**src/rtl/tea_pkg.sv**
```systemverilog
package tea_pkg;

    // Cipher geometry: each round is split into two half-round stages.
    localparam int ROUNDS = 32;
    localparam int STAGES = 2 * ROUNDS;

    localparam logic [31:0] DELTA      = 32'h9e37_79b9;
    localparam logic [31:0] KEY0_RESET = 32'h2927_c18c;
    localparam logic [31:0] KEY1_RESET = 32'h75f8_c48f;
    localparam logic [31:0] KEY2_RESET = 32'h43fd_99f7;
    localparam logic [31:0] KEY3_RESET = 32'hff0f_7457;

    // Operation select carried with each block.
    localparam logic FUNC_ENCRYPT = 1'b0;
    localparam logic FUNC_DECRYPT = 1'b1;

    // Register indexes on the configuration port.
    typedef enum logic [1:0] {
        REG_KEY0 = 2'd0,
        REG_KEY1 = 2'd1,
        REG_KEY2 = 2'd2,
        REG_KEY3 = 2'd3
    } t_reg_idx;

    // The 128-bit key as four words.
    typedef struct packed {
        logic [31:0] k0;
        logic [31:0] k1;
        logic [31:0] k2;
        logic [31:0] k3;
    } t_key;

    // Contents of one pipeline slot.
    typedef struct packed {
        logic        valid;
        logic        func;
        logic [31:0] lo;
        logic [31:0] hi;
    } t_stage;

    // TEA mixing function on one half.
    function automatic logic [31:0] mix(input logic [31:0] x, input logic [31:0] s,
                                        input logic [31:0] ka, input logic [31:0] kb);
        return ((x << 4) + ka) ^ (x + s) ^ ((x >> 5) + kb);
    endfunction

    // Running sum seen by half-round stage j when encrypting.
    function automatic logic [31:0] enc_sum(input int j);
        logic [63:0] p;
        p = 64'((j >> 1) + 1) * 64'(DELTA);
        return p[31:0];
    endfunction

    // Running sum seen by half-round stage j when decrypting.
    function automatic logic [31:0] dec_sum(input int j);
        logic [63:0] p;
        p = 64'(ROUNDS - (j >> 1)) * 64'(DELTA);
        return p[31:0];
    endfunction

endpackage

```
**src/rtl/tea_stage.sv**
```systemverilog
module tea_stage (
    input  logic                i_clk,
    input  logic                i_rst_n,
    input  logic                i_adv,
    input  logic                i_odd,
    input  logic [31:0]         i_sum_enc,
    input  logic [31:0]         i_sum_dec,
    input  tea_pkg::t_key       i_key,
    input  tea_pkg::t_stage     i_data,
    output tea_pkg::t_stage     o_data
);

    tea_pkg::t_stage r_data;
    tea_pkg::t_stage n_data;
    logic            w_upd_lo;
    logic [31:0]     w_src;
    logic [31:0]     w_dst;
    logic [31:0]     w_sum;
    logic [31:0]     w_ka;
    logic [31:0]     w_kb;
    logic [31:0]     w_mix;
    logic [31:0]     w_new;

    // Encryption updates the low half on even stages, decryption on odd ones.
    assign w_upd_lo = (i_data.func == i_odd);
    assign w_src    = w_upd_lo ? i_data.hi : i_data.lo;
    assign w_dst    = w_upd_lo ? i_data.lo : i_data.hi;
    assign w_ka     = w_upd_lo ? i_key.k0 : i_key.k2;
    assign w_kb     = w_upd_lo ? i_key.k1 : i_key.k3;
    assign w_sum    = (i_data.func == tea_pkg::FUNC_DECRYPT) ? i_sum_dec : i_sum_enc;
    assign w_mix    = tea_pkg::mix(w_src, w_sum, w_ka, w_kb);

    // Add when encrypting, subtract when decrypting.
    assign w_new = (i_data.func == tea_pkg::FUNC_DECRYPT) ? (w_dst - w_mix) : (w_dst + w_mix);

    always_comb begin
        n_data       = i_data;
        n_data.lo    = w_upd_lo ? w_new : i_data.lo;
        n_data.hi    = w_upd_lo ? i_data.hi : w_new;
    end

    // Valid bit is reset; the slot only loads when the pipeline advances.
    always_ff @(posedge i_clk) begin
        if (!i_rst_n) begin
            r_data.valid <= 1'b0;
        end else if (i_adv) begin
            r_data <= n_data;
        end
    end

    assign o_data = r_data;

endmodule

```
**config.mk**
```make
export PLATFORM = sky130hd
export DESIGN_NAME = tea_stage
export DESIGN_NICKNAME = d
export VERILOG_FILES = /design/src/rtl/tea_pkg.sv /design/src/rtl/tea_stage.sv
export SDC_FILE = /design/constraint.sdc
export NUM_CORES = 1
export LEC_CHECK = 0
export ABC_AREA = 1
export BUFFER_PORTS_ARGS = -buffer_cell sky130_fd_sc_hd__buf_2
export CAP_MARGIN = 10
export CORE_MARGIN = 3
export CORE_UTILIZATION = 57
export CTS_CLUSTER_SIZE = 12
export DETAILED_ROUTE_END_ITERATION = 16
export HOLD_SLACK_MARGIN = 0.03
export MAX_ROUTING_LAYER = met4
export PLACE_DENSITY = 0.87
export RECOVER_POWER = 50
export SYNTH_ARGS = -nofsm -noshare
export SYNTH_HDL_FRONTEND = slang
export SYNTH_SLANG_ARGS = --single-unit
```
**constraint.sdc**
```tcl
create_clock -name i_clk -period 8.41 [get_ports i_clk]
set_input_delay 1.2615 -clock i_clk [delete_from_list [all_inputs] [get_ports i_clk]]
set_output_delay 1.2615 -clock i_clk [all_outputs]
set_load 0.005 [all_outputs]
```
---- After elaboration in Yosys (flattened, before gate mapping) ----
Index checks and enable logic that the tools add are counted.
operators by class
  add/sub/neg operators ................... 5
  equality and inequality tests ........... 1
  mux-type cells .......................... 8
  bitwise gates (word level) .............. 2
  reduce and logical (&&, ||, !) cells .... 1
operators by type and width
  operator                 count
  2-to-1 mux 32 bit        8
  adder 32 bit             3
  bitwise XOR 32 bit       2
  adder 27 x 32 -> 32 bit  1
  subtractor 32 bit        1
  AND reduction 2 bit      1
  == test 1 bit            1
word-level totals
  bits in registers ....................... 66
  input port bits ......................... 262
  output and inout port bits .............. 66
  word-level logic and storage cells ...... 21

---- Logic depth before layout (Yosys ltp) ----
  depth in word-level cells ............... 8
  gate-level depth with buffers ........... 49
  gate-level depth less buffers ........... 43

---- Worst setup path before layout ----
Ideal clock, no wire load.
  path kind ............................... input to register
  start ................................... input port i_data[64] in the netlist's numbering
  end ..................................... register r_data (netlist bit o_data[62]) (data pin)
  setup time .............................. 0.264 ns
  arrival ................................. 6.623 ns
  path slack .............................. 1.523 ns
  stages on the path ...................... 37
  path through ............................ buf_6 > nand2_2 > nand2_8 > buf_8 > buf_4 > clkbuf_1 > clkbuf_1 > buf_1 > nand2_1 > nand2_1 > ha_1 > nand2_1 > inv_1 > a21boi_0 > nand2_1 > or2_2 > nand2_1 > nand3_1 > nand3b_1 > nand2_1 > a21oi_1 > nand2_1 > nor2_2 > nand2_1 > nor2_2 > nand3b_1 > nand2_1 > xor2_1 > ha_1 > a21o_1 > a31oi_1 > o21ai_0 > a221oi_1 > nand2_1 > or2_2 > nand3_1 > o21ai_0
RTL lines
  element               RTL line         RTL
  from (decl)           tea_stage.sv:9   input tea_pkg::t_stage i_data,
  to (signal assigned)  tea_stage.sv:47  r_data <= n_data;
  to (decl)             tea_stage.sv:13  tea_pkg::t_stage r_data;

==> impl_metrics.toml <==
[routing]
wire_per_inst_um = 17.9
num_vias = 17974
firstDrtPassIters = 9
via_per_inst = 5.80
drtIter0Drc = 2128
drc = 0
wl_um = 55600
ant_nets = 0

[critical_path]
ff2ff_path_depth = 2
cp_slowest_stage_delay_ps = 820
critPathSlowestCell = "o21ai_0"
reg2reg_to = "o_data[65]"
cp-start-kind = "primary input"
r2r-start = "o_data[65]"
crit_fanout = 66
end_kind = "flip-flop"
crit_arrival_ps = 7930
critPathRequiredTime_ps = 8500
r2r_setup_slack_ps = 7770
path_class = "primary input to flip-flop"
cp_common_cell = "nand2_1"

[timing]
drv_slew = 66
rsz0062_at_grt = "no"
slew_headroom = -1.32
tns_ps = 0
setup_viol = 0
period_share = 0.932
hold_viol = 0
min_period_ps = 7840
max_freq_mhz = 128
worstMarginPinSlew_ps = 3480
fin_skew_ps = 0

[yosys]
synth_area_mm2 = 0.0141
syn-mean-instance-area_um2 = 5.74
synth_ff_type = "edfxtp_1"
syn_nets = 2846
netlist_instances = 2464
synth_edf_count = 65
yosysTopAreaCell = "nand2_1"
ys_warn_count = 0
synth-seq-cells = 66
synth_top_area_frac = 0.258
synthDistinctLibCells = 55
synth.area.top_cells = "nand2_1, edfxtp_1, ha_1, inv_1, o21ai_0"
ys_async_sr_fraction = 0
yosysSeqAreaShare = 0.140

[global_route]
grt_start_max_net_pins = 67
first_global_vias = 16894
grt_first_pass_wirelength_um = 83700
antenna_found_initial = 0
grt_remaining_overflow = 0
grt_use_total = 0.410

[power_and_ir_drop]
vdd_drop_max_uv = 266
power_mw = 4.10
swShare = 0.554
p_seq_frac = 0.131
power_frac_clock = 0.091
internal_power_mw = 1.83
power.density_mw_per_mm2 = 251
p_comb_frac = 0.778
p_switching_mw = 2.27
leakagePower_nw = 9.13

[layout]
largest_reg_flops = 66
final_cell_mix = "nand2_1, buf_2, inv_1, nor2_1, o21ai_0"
fin_nets = 3158
multi_input_area_mm2 = 0.0108
drive_gt1_frac = 0.154
layout_commonest_cell = "nand2_1"
area_delta_synth_final_pct = 15.7
antennaDiodeCount = 0
final_util = 0.685
nFillCells = 2219
seqCellArea_mm2 = 0.00197
fin_cells = 3100

[min_path]
hold_path.startpoint = "o_data[65]"
hold_path_end = "o_data[65]"
worst_hold_path_type = "flip-flop to flip-flop"
hold_path_depth = 2

[floorplan]
core_mm2 = 0.0239
fp.dieW_um = 163
row_count = 56
design.die.area_mm2 = 0.0267
initial_core_util = 0.592
boundaryPins = 328
die_y_um = 163

[place]
dp_hpwl_um = 47300
gp_congestion = 1.10
numPortBuffers = 327
dp.cells = 3084

[clock_network]
cts_hold_buf = 0
clock_latency_ps = 330
cts_post_setup_buffers_inserted = 0
cts_resized = 0
htree_levels = 3
cts.path.max_buffers = 2
clkSinkCount = 66
cts_buffers = 9
cts_root_buffer = "clkbuf_16"
cts_tree = "built"
clk_pin_slew_ps = 60

[run_status]
status = "complete, but fails checks"
violations = "capacitance limit, slew limit"

[flow_run]
cap_violations = 1
[stage by stage]
stage | setup WS (ps) | area, um2 | hold slack [ps]
finish | 573 | 16400 | 561
global route | 217 | 16400 | 585
CTS | 864 | 16400 | 580
detailed placement | 522 | 16100 | 573
global placement | 670 | 16100 | 521
floorplan | 1520 | 14100 | 525
[per-layer routing]
metal,track usage,up-vias,part of all wire
met2,0.682,1157,0.46
met4,0.191,0,0.051
met1,0.487,8021,0.38
met3,0.0642,205,0.11
li1,-,8591,-
met5,-,-,0
[power groups by stage]
stage / clock [mW] / combinational [mW] / sequential (mW)
after floorplan: 0 / 2.19 / 0.552
after global placement: 0 / 2.99 / 0.535
after detailed placement: 0 / 3.08 / 0.539
after CTS: 0.369 / 3.11 / 0.534
after global routing: 0.387 / 3.50 / 0.541
final: 0.373 / 3.19 / 0.536
[synth_stat cells (2+ instances only)]
cell type / count
nand2_1: 971
or2_1: 2
o21ai_2: 3
nor3_1: 21
o21bai_1: 5
nand2_2: 36
nand3b_1: 18
inv_1: 286
clkbuf_1: 34
o21ai_1: 5
nand2_8: 2
nor2_2: 14
nor4_1: 7
a21boi_0: 5
xor2_1: 69
a21oi_1: 140
buf_1: 7
nor2_4: 4
fa_1: 2
nand3_2: 9
nor2_1: 170
buf_6: 3
nand2_4: 10
edfxtp_1: 65
nand4_1: 39
o211ai_1: 3
o21ai_0: 146
or2_2: 8
xnor3_1: 4
buf_2: 2
nand3_1: 143
ha_1: 118
a31oi_1: 9
o21a_1: 7
o221ai_1: 4
mux2i_1: 6
inv_2: 12
xnor2_1: 52
a221oi_1: 2
a21o_1: 6
[worst max-delay path: cells and delay by family]
family | cells | cell delay, ps
simple gates | 21 | 2970
buf+inv | 7 | 1030
compound gates | 6 | 1820
fa+ha+maj | 2 | 810
[kinds of logic (layout without fill, tap and decap cells)]
group	Yosys count	after routing	share of synthesized area
AO/OA/AOI/OAI	341	341	0.130
buffers and inverters	347	664	0.0953
AND/OR/NAND/NOR	1458	1458	0.441
adder cells (fa/ha/maj)	120	120	0.107
multiplexers	6	6	0.00425
flip-flops	66	66	0.140
XOR/XNOR	126	126	0.0825
[final cells by class]
cell class | count | share of cell area
Inverter | 299 | 0.0689
Sequential cell | 66 | 0.121
Timing Repair Buffer | 349 | 0.107
Clock inverter | 7 | 0.00428
Multi-Input combinational cell | 2051 | 0.661
Clock buffer | 9 | 0.0138
Tap cell | 319 | 0.0244
[worst max-delay path by stage]
stage / slack (ps) / from / to / cells past startpoint
after detailed placement: 520 / i_data[64] / o_data[31] / 40
final: 570 / i_data[64] / o_data[31] / 36
after floorplan: 1520 / i_data[64] / o_data[62] / 37
after CTS: 860 / i_data[64] / o_data[31] / 40
after global placement: 670 / i_data[64] / o_data[63] / 36
after global routing: 220 / i_data[64] / o_data[31] / 39
(Power assumes the default switching activity.)
