### src/rtl/tea_pkg.sv
package tea_pkg;

    // Cipher geometry: each round is split into two half-round stages.
    localparam int ROUNDS = 32;
    localparam int STAGES = 2 * ROUNDS;

    localparam logic [31:0] DELTA      = 32'h9e37_79b9;
    localparam logic [31:0] KEY0_RESET = 32'h2927_c18c;
    localparam logic [31:0] KEY1_RESET = 32'h75f8_c48f;
    localparam logic [31:0] KEY2_RESET = 32'h43fd_99f7;
    localparam logic [31:0] KEY3_RESET = 32'hff0f_7457;

    // Operation select carried with each block.
    localparam logic FUNC_ENCRYPT = 1'b0;
    localparam logic FUNC_DECRYPT = 1'b1;

    // Register indexes on the configuration port.
    typedef enum logic [1:0] {
        REG_KEY0 = 2'd0,
        REG_KEY1 = 2'd1,
        REG_KEY2 = 2'd2,
        REG_KEY3 = 2'd3
    } t_reg_idx;

    // The 128-bit key as four words.
    typedef struct packed {
        logic [31:0] k0;
        logic [31:0] k1;
        logic [31:0] k2;
        logic [31:0] k3;
    } t_key;

    // Contents of one pipeline slot.
    typedef struct packed {
        logic        valid;
        logic        func;
        logic [31:0] lo;
        logic [31:0] hi;
    } t_stage;

    // TEA mixing function on one half.
    function automatic logic [31:0] mix(input logic [31:0] x, input logic [31:0] s,
                                        input logic [31:0] ka, input logic [31:0] kb);
        return ((x << 4) + ka) ^ (x + s) ^ ((x >> 5) + kb);
    endfunction

    // Running sum seen by half-round stage j when encrypting.
    function automatic logic [31:0] enc_sum(input int j);
        logic [63:0] p;
        p = 64'((j >> 1) + 1) * 64'(DELTA);
        return p[31:0];
    endfunction

    // Running sum seen by half-round stage j when decrypting.
    function automatic logic [31:0] dec_sum(input int j);
        logic [63:0] p;
        p = 64'(ROUNDS - (j >> 1)) * 64'(DELTA);
        return p[31:0];
    endfunction

endpackage

### src/rtl/tea_regs.sv
module tea_regs (
    input  logic                i_clk,
    input  logic                i_rst_n,
    input  logic                psel,
    input  logic                penable,
    input  logic                pwrite,
    input  logic [3:0]          paddr,
    input  logic [31:0]         pwdata,
    output logic [31:0]         prdata,
    output logic                pready,
    output tea_pkg::t_key       o_key
);

    tea_pkg::t_key    r_key;
    tea_pkg::t_key    n_key;
    tea_pkg::t_reg_idx w_idx;
    logic             w_wr;

    assign w_idx  = tea_pkg::t_reg_idx'(paddr[3:2]);
    assign w_wr   = psel && penable && pwrite;
    assign pready = 1'b1;
    assign o_key  = r_key;

    // Write decode for the four key words.
    always_comb begin
        n_key = r_key;
        if (w_wr) begin
            unique case (w_idx)
                tea_pkg::REG_KEY0: n_key.k0 = pwdata;
                tea_pkg::REG_KEY1: n_key.k1 = pwdata;
                tea_pkg::REG_KEY2: n_key.k2 = pwdata;
                tea_pkg::REG_KEY3: n_key.k3 = pwdata;
            endcase
        end
    end

    always_ff @(posedge i_clk) begin
        if (!i_rst_n) begin
            r_key.k0 <= tea_pkg::KEY0_RESET;
            r_key.k1 <= tea_pkg::KEY1_RESET;
            r_key.k2 <= tea_pkg::KEY2_RESET;
            r_key.k3 <= tea_pkg::KEY3_RESET;
        end else begin
            r_key <= n_key;
        end
    end

    // Read back the addressed key word.
    always_comb begin
        unique case (w_idx)
            tea_pkg::REG_KEY0: prdata = r_key.k0;
            tea_pkg::REG_KEY1: prdata = r_key.k1;
            tea_pkg::REG_KEY2: prdata = r_key.k2;
            tea_pkg::REG_KEY3: prdata = r_key.k3;
        endcase
    end

endmodule

### config.mk
export PLATFORM = sky130hd
export DESIGN_NAME = tea_regs
export DESIGN_NICKNAME = d
export VERILOG_FILES = /design/src/rtl/tea_pkg.sv /design/src/rtl/tea_regs.sv
export SDC_FILE = /design/constraint.sdc
export NUM_CORES = 1
export LEC_CHECK = 0
export ABC_CLOCK_PERIOD_IN_PS = 1000
export BUFFER_PORTS_ARGS = -buffer_cell sky130_fd_sc_hd__buf_4
export CORE_ASPECT_RATIO = 2
export CORE_MARGIN = 4
export CORE_UTILIZATION = 40
export DETAILED_ROUTE_END_ITERATION = 10
export PLACE_DENSITY = 0.69
export SLEW_MARGIN = 0
export SYNTH_ARGS = -nofsm -noshare
export SYNTH_HDL_FRONTEND = slang
export SYNTH_SLANG_ARGS = --single-unit
export TNS_END_PERCENT = 1
### constraint.sdc
create_clock -name i_clk -period 1 [get_ports i_clk]
set_input_delay 0.05 -clock i_clk [delete_from_list [all_inputs] [get_ports i_clk]]
set_output_delay 0.05 -clock i_clk [all_outputs]
set_load 0.01 [all_outputs]
======== Word level (Yosys, flattened, before mapping) ========
Index checks and enable logic that the tools add are counted.
cells by class
  reductions and logical operators ........ 7
  equal/unequal tests ..................... 3
  muxes and demuxes ....................... 1
operators by type and width
  kind                                                              count
  32-bit one-hot mux with 4 select lines                            1
  2-bit AND reduction                                               4
  2-bit == test (second input constant)                             2
  2-bit by 1-bit == test with 1-bit output (second input constant)  1
  1-bit logical AND                                                 2
  2-bit logical NOT                                                 1
word-level totals
  logic and storage cells ................. 15
  input bits .............................. 41
  output and inout port bits .............. 161
  flip-flop bits (word level) ............. 128

======== Longest topological paths before layout ========
Gate-level depths: netlist of the first run.
  depth after elaboration ................. 3
  depth in mapped cells ................... 6
  gate-level depth less buffers ........... 3

======== Least setup slack after synthesis of the first run ========
OpenSTA, ideal clock, no wires.
  kind .................................... input to register
  start ................................... in paddr[3]
  end ..................................... reg r_key (netlist bit o_key[13])
  path slack .............................. -0.099 ns
  data required time ...................... 0.921 ns
  data arrival time ....................... 1.020 ns
  library setup time ...................... 0.079 ns
  path buffers ............................ 3
  stages .................................. 6
  cell sequence ........................... buf_2 -> nand4_2 -> or2_1 -> buf_6 -> buf_6 -> o211ai_1
between the ends
  longest elaborated chain between the ends .. 2
ends and longest elaborated chain
  what                                  line            RTL
  start, declared                       tea_regs.sv:7   input logic [3:0] paddr,
  2-bit == test                         tea_regs.sv:28  unique case (w_idx)
  2-bit AND reduction (no source line)  -
  end signal, assigned                  tea_regs.sv:44  r_key <= n_key;
  end, declared                         tea_regs.sv:14  tea_pkg::t_key r_key;
No other way between the ends.
A chain may end at the register's enable or synchronous reset.

======== Worst setup path in the final report of the first run ========
  start ................................... reg r_key (netlist bit o_key[29])
  end ..................................... out prdata[29]
between the ends
  longest elaborated chain between the ends .. 1
ends and longest elaborated chain
  what                                    line            RTL
  32-bit one-hot mux with 4 select lines  tea_regs.sv:50  unique case (w_idx)
  end, declared                           tea_regs.sv:9   output logic [31:0] prdata,
No other way between the ends.

==> metrics, run 1 <==
fin util 72.6%; DIE HEIGHT 176 um; Worst VDD drop 1.23 mV; fin nets 933; post-DR vias/cell 5.39; Mean Syn Cell Area 10.3 um2; initial core utilization 40.8%; final critical-path setup slack -0.459 ns; GR Overflow Total 0; final hold vios 0; Tcrit/Tclk final 146%; antenna violations before repair 0; PortBufs 198; Seq cells post-synth 128; post-synthesis sequential area ratio 45.2%; Post-Syn Nets 592; die footprint 0.0163 mm2; FMAX 685 MHz; data required time of the worst path 0.95 ns; pwr/cell area 1370 mW/mm2; unrepaired setup endpoints after global routing yes; CP max FO 2; # DRC 0; Worst-Skew Late Latency 0.41 ns; initial DRC count 260; GP Congestion 0.833; Max Slew Vio Count 0; setup bufs post-CTS 0; GR Util All Layers 25.6%; H-tree depth 4; Data arrival, critical path 1.41 ns; # Max-Cap Violations 0; routed via count 5893; mapped cell area 0.00567 mm2; clock sinks 128; max reg flops 128; clock slew at reported path FFs 0.06 ns; Worst Setup End Kind output pin; n_diodes 0; number of global-route vias before repair 6235; highest-count cells in the layout ignoring fill and taps 174 x buf_6, 158 x buf_4, 87 x dfxtp_2; Root Driver clkbuf_16; CTS tree done; Crit Path Category reg -> out; Lkg Pwr 4.45 nW; WL per Instance 20.1 um; Post-Synthesis Cells 551; final setup fails 119; most common cell after layout, fill and taps aside buf_6; final WL 22000 um; dpl hpwl 15100 um; largest net degree at the start of global routing 57; post-route ant nets 0; synth unique cells 27; Hold Slack 0.114 ns; dpl ws -0.224 ns; CTS Buffer Depth 2; Area growth syn-to-layout 77.8%; ratio of cells with drive above 1 in the final layout 55.6%; Core Region 0.0139 mm2; path type of the worst min-delay path in -> reg; row count 61; Fin Clk Skew 0 ns; result of the run finished with violations; DR pass1 iterations 7; DIE WIDTH 92.2 um; Syn. warnings 0; CTS buffer count 17; Min Clock Period, post-route 1.46 ns; element type at the critical path start flip-flop; first-pass GRT wire length 32300 um; io pins 202; failing checks negative setup slack
==> power breakdown <==
group / switching (mW) / internal, mW / total [mW]
combinational: 0.840 / 0.962 / 1.80
sequential: 0.0613 / 5.20 / 5.26
clock: 2.35 / 4.41 / 6.77
total: 3.26 / 10.6 / 13.8
==> critical path, stage by stage, from the launching register on <==
cell and delay (ns):
dfxtp_2 0.33, mux4_2 0.52, buf_6 0.15
==> through the flow <==
| stage | setup TNS, ns | total power, mW | instances | instance area [um2] |
|---|---|---|---|---|
| after floorplan | -1.57 | 6.06 | 551 | 5700 |
| after global placement | -16.77 | 6.84 | 1030 | 8360 |
| after detailed placement | -21.27 | 6.87 | 1030 | 8360 |
| after CTS | -17.39 | 13.8 | 1093 | 9650 |
| after global routing | -17.99 | 14.2 | 1093 | 10100 |
| final | -14.59 | 13.8 | 1093 | 10100 |
==> kinds of logic after synthesis <==
family / share of synthesized area, %
muxes: 25.2
DFF: 45.2
and+or+nand+nor: 8.78
AOI/OAI and AO/OA: 13.2
other: 0.0661
buffers and inverters: 7.48
==> per-layer routing <==
layer | up-vias | track usage (%) | share of wire (%)
li1 | 2646 | - | -
met1 | 2874 | 26.3 | 34
met2 | 273 | 45.8 | 55
met3 | 100 | 4.35 | 4.8
met4 | 0 | 18.9 | 6.9
met5 | - | 0 | 0
==> synth_stat cells, drive strengths merged <==
| library cell | n | area, um2 |
|---|---|---|
| inv | 32 | 120 |
| nor2 | 24 | 95.1 |
| nor2b | 2 | 12.5 |
| nand2 | 85 | 319 |
| a211o | 1 | 8.76 |
| nand2b | 1 | 6.26 |
| or2 | 1 | 6.26 |
| o31ai | 14 | 105 |
| buf | 27 | 203 |
| conb | 1 | 3.75 |
| or3 | 2 | 12.5 |
| o21ai | 42 | 210 |
| nand3 | 1 | 17.5 |
| o211ai | 56 | 425 |
| clkbuf | 27 | 101 |
| dfxtp | 128 | 2560 |
| mux2i | 71 | 711 |
| mux4 | 32 | 721 |
| nor4 | 1 | 6.26 |
| nor3 | 2 | 10.0 |
| nand4 | 1 | 12.5 |
==> final timing paths <==
| check | from | endpoint | slack [ns] | cells after the start |
|---|---|---|---|---|
| setup / recovery | o_key[29]$_SDFFE_PN1P_ | prdata[29] | -0.46 | 2 |
| setup reg to reg | o_key[31]$_SDFFE_PN1P_ | o_key[31]$_SDFFE_PN1P_ | 0.13 | 3 |
| hold reg to reg | o_key[100]$_SDFFE_PN0P_ | o_key[100]$_SDFFE_PN0P_ | 0.47 | 2 |
| hold / removal | i_rst_n | o_key[16]$_SDFFE_PN1P_ | 0.11 | 3 |
==> timing repair <==
item,4_1_cts,5_1_grt
endpoints found under the hold margin,119,0
resized for setup,114,147
hold buffers,32,0
endpoints found under the setup margin,135,135
==> final cells by class <==
cell class                      instances  area, um2
Fill cell                             944       3810
Timing Repair Buffer                  376       3710
Clock inverter                         14        215
Sequential cell                       128       2670
Multi-Input combinational cell        337       2700
Inverter                               32        120
Tap cell                              189        236
Clock buffer                           17        425
No activity file was read; power rests on OpenSTA's default activity.
==> inputs of run 2 (changes only) <==
--- a/config.mk
+++ b/config.mk
@@ -10,6 +10,7 @@
 export CORE_ASPECT_RATIO = 2
 export CORE_MARGIN = 4
 export CORE_UTILIZATION = 40
+export CTS_BUF_LIST = sky130_fd_sc_hd__clkbuf_8
 export DETAILED_ROUTE_END_ITERATION = 10
 export PLACE_DENSITY = 0.69
 export SLEW_MARGIN = 0
==> run 2 against run 1 <==
  * The run still ends with negative setup slack left
  * Clock power is 25% lower
  * Cell count barely moved
  * Via count is 0.32% higher
  * First-iteration DRC count rose by 34%
  * Core utilization decreased by 0.94 points
  * Sequential share of layout area is 0.47 points higher
  * Setup slack got worse by 0.030 ns
  * Largest power group is now sequential cells
  * Sequential power is essentially flat
  * Maximum frequency fell by 2.0%
==> metrics, run 2 (synthesis gave the netlist of run 1 again) <==
clock sinks 128 (unchanged); data required time of the worst path 0.95 ns (about the same); H-tree depth 4 (unchanged); final setup fails 134 (+13%); reg2reg path depth 4 (+1); P_sw 3.05 mW (-6.4%); DIE HEIGHT 176 um (unchanged); first-pass GRT wire length 32400 um (+0.34%); Worst VDD drop 1.13 mV (-8.8%); post-DR vias/cell 5.40 (+0.23%); post-route ant nets 0 (unchanged); Worst Setup End Kind output pin; CP max FO 2 (unchanged); pwr/cell area 1220 mW/mm2 (-11%); path type of the worst min-delay path in -> reg; CTS buffer count 17 (unchanged); Core Region 0.0139 mm2 (unchanged); initial core utilization 40.8% (unchanged); CTS tree done; final hold vios 0 (unchanged); fillers 996 (+5.5%); routed via count 5912 (+0.32%); fin nets 934 (+0.11%); Data arrival, critical path 1.44 ns (+0.03 ns); n_diodes 0 (unchanged); most common cell after layout, fill and taps aside buf_6; die footprint 0.0163 mm2 (unchanged); io pins 202 (unchanged); Lkg Pwr 4.38 nW (-1.6%); # Max-Cap Violations 0 (unchanged); sequential power share 43.2% (+5.2 points); number of global-route vias before repair 6242 (+0.11%); Worst Hold End o_key[25]$_SDFFE_PN1P_; element type at the critical path start flip-flop; final non-filler cell total 1094 (+0.091%); combinational power share 14.8% (+1.8 points); dpl hpwl 15100 um (unchanged); Fin Clk Skew 0 ns (unchanged); GR Overflow Total 0 (unchanged); Min Clock Period, post-route 1.49 ns (+0.0299 ns); final critical-path setup slack -0.489 ns (-0.0299 ns); Area growth syn-to-layout 75.5%; initial DRC count 349 (+34%); result of the run finished with violations; GR Util All Layers 25.7% (+0.11 points); largest net degree at the start of global routing 57 (unchanged); DIE WIDTH 92.2 um (unchanged); final setup TNS -19.70 ns (-5.11 ns); Clock power frac 42.0% (-6.9 points); DR pass1 iterations 5 (-2); Hold Path Origin i_rst_n; unrepaired setup endpoints after global routing yes; Root Driver clkbuf_8; highest-count cells in the layout ignoring fill and taps 185 x buf_6, 148 x buf_4, 97 x dfxtp_2; CTS Buffer Depth 2 (unchanged); antenna violations before repair 0 (unchanged); hold depth 3 (unchanged); failing checks negative setup slack; Internal 9.11 mW (-14%); WL per Instance 19.9 um (-1.1%); FMAX 671 MHz (-2.0%); ratio of cells with drive above 1 in the final layout 56.8% (+1.2 points); # DRC 0 (unchanged); row count 61 (unchanged); clock slew at reported path FFs 0.08 ns (+0.02 ns); Placed Cells 1030 (unchanged); worst reg2reg path endpoint o_key[27]$_SDFFE_PN1P_; PortBufs 198 (unchanged); max reg flops 128 (unchanged); reg-to-reg slack, setup 0.12 ns (about the same); Crit Path Category reg -> out; Tcrit/Tclk final 149% (+3.0 points); Max Slew Vio Count 0 (unchanged); worst flop-to-flop path startpoint o_key[27]$_SDFFE_PN1P_; GP Congestion 0.833 (unchanged); Worst-Skew Late Latency 0.44 ns (+0.03 ns); final WL 21800 um (-0.99%); Net Sw Frac 25.1% (+1.5 points)
-- run 2: cell types whose count changed in the layout (fill, tap and decap cells not counted), sizes merged --
cell,previous run,this run
buf,344,345
-- run 2: worst max path at each step --
stage / start / slack, ns / cells after the start / end
6_report: o_key[27]$_SDFFE_PN1P_ / -0.49 / 2 / prdata[27]
2_1_floorplan: paddr[2] / -0.04 / 3 / prdata[0]
5_1_grt: o_key[27]$_SDFFE_PN1P_ / -0.53 / 2 / prdata[27]
3_3_place_gp: paddr[2] / -0.21 / 4 / prdata[8]
4_1_cts: o_key[18]$_SDFFE_PN1P_ / -0.50 / 2 / prdata[18]
3_5_place_dp: pwrite / -0.22 / 5 / o_key[114]$_SDFFE_PN1P_
-- run 2: power groups by stage --
| stage | Sequential [mW] | Clock (mW) | Combinational, mW |
|---|---|---|---|
| final | 5.26 | 5.11 | 1.80 |
| after CTS | 5.24 | 5.13 | 1.73 |
| after global routing | 5.26 | 5.39 | 1.91 |
| after floorplan | 5.39 | 0 | 0.666 |
| after detailed placement | 5.35 | 0 | 1.52 |
| after global placement | 5.34 | 0 | 1.50 |
-- run 2: per-layer routing --
layer  part of all wire, %  GRT usage (%)  vias to the layer above
met5                     0              0                        -
li1                      -              -                     2641
met4                   6.5           18.4                        0
met1                    33           25.7                     2908
met3                   5.3           4.99                       90
met2                    55           46.7                      273
-- run 2: metrics by stage --
step | power (mW) | setup WS (ns) | cell area [um2] | utilization (%) | hold WS, ns
2_1_floorplan | 6.06 | -0.0446 | 5700 | - | 0.192
3_3_place_gp | 6.84 | -0.207 | 8360 | 60.2 | 0.320
3_5_place_dp | 6.87 | -0.224 | 8360 | 60.2 | 0.327
4_1_cts | 12.1 | -0.498 | 9450 | 68.0 | 0.0525
5_1_grt | 12.6 | -0.526 | 9950 | 71.6 | 0.0740
6_report | 12.2 | -0.489 | 9950 | 71.6 | 0.0798
-- run 2: area by class of cell --
cell class,count,area (um2),share of cell area (%)
Multi-Input combinational cell,337,2700,27.2
Tap cell,189,236,2.38
Clock buffer,17,234,2.35
Clock inverter,14,215,2.16
Timing Repair Buffer,377,3750,37.7
Inverter,32,120,1.21
Sequential cell,128,2680,27.0
-- run 2: worst max-delay path: stages, from the launching register on --
cell,delay [ns]
dfxtp_2,0.33
mux4_2,0.52
buf_6,0.15
-- run 2: timing repair --
action / 4_1_cts / 5_1_grt
hold buffers: 32 / 0
endpoints found under the setup margin: 150 / 153
endpoints found under the hold margin: 127 / 0
resized for setup: 113 / 169
setup buffers: 0 / 1
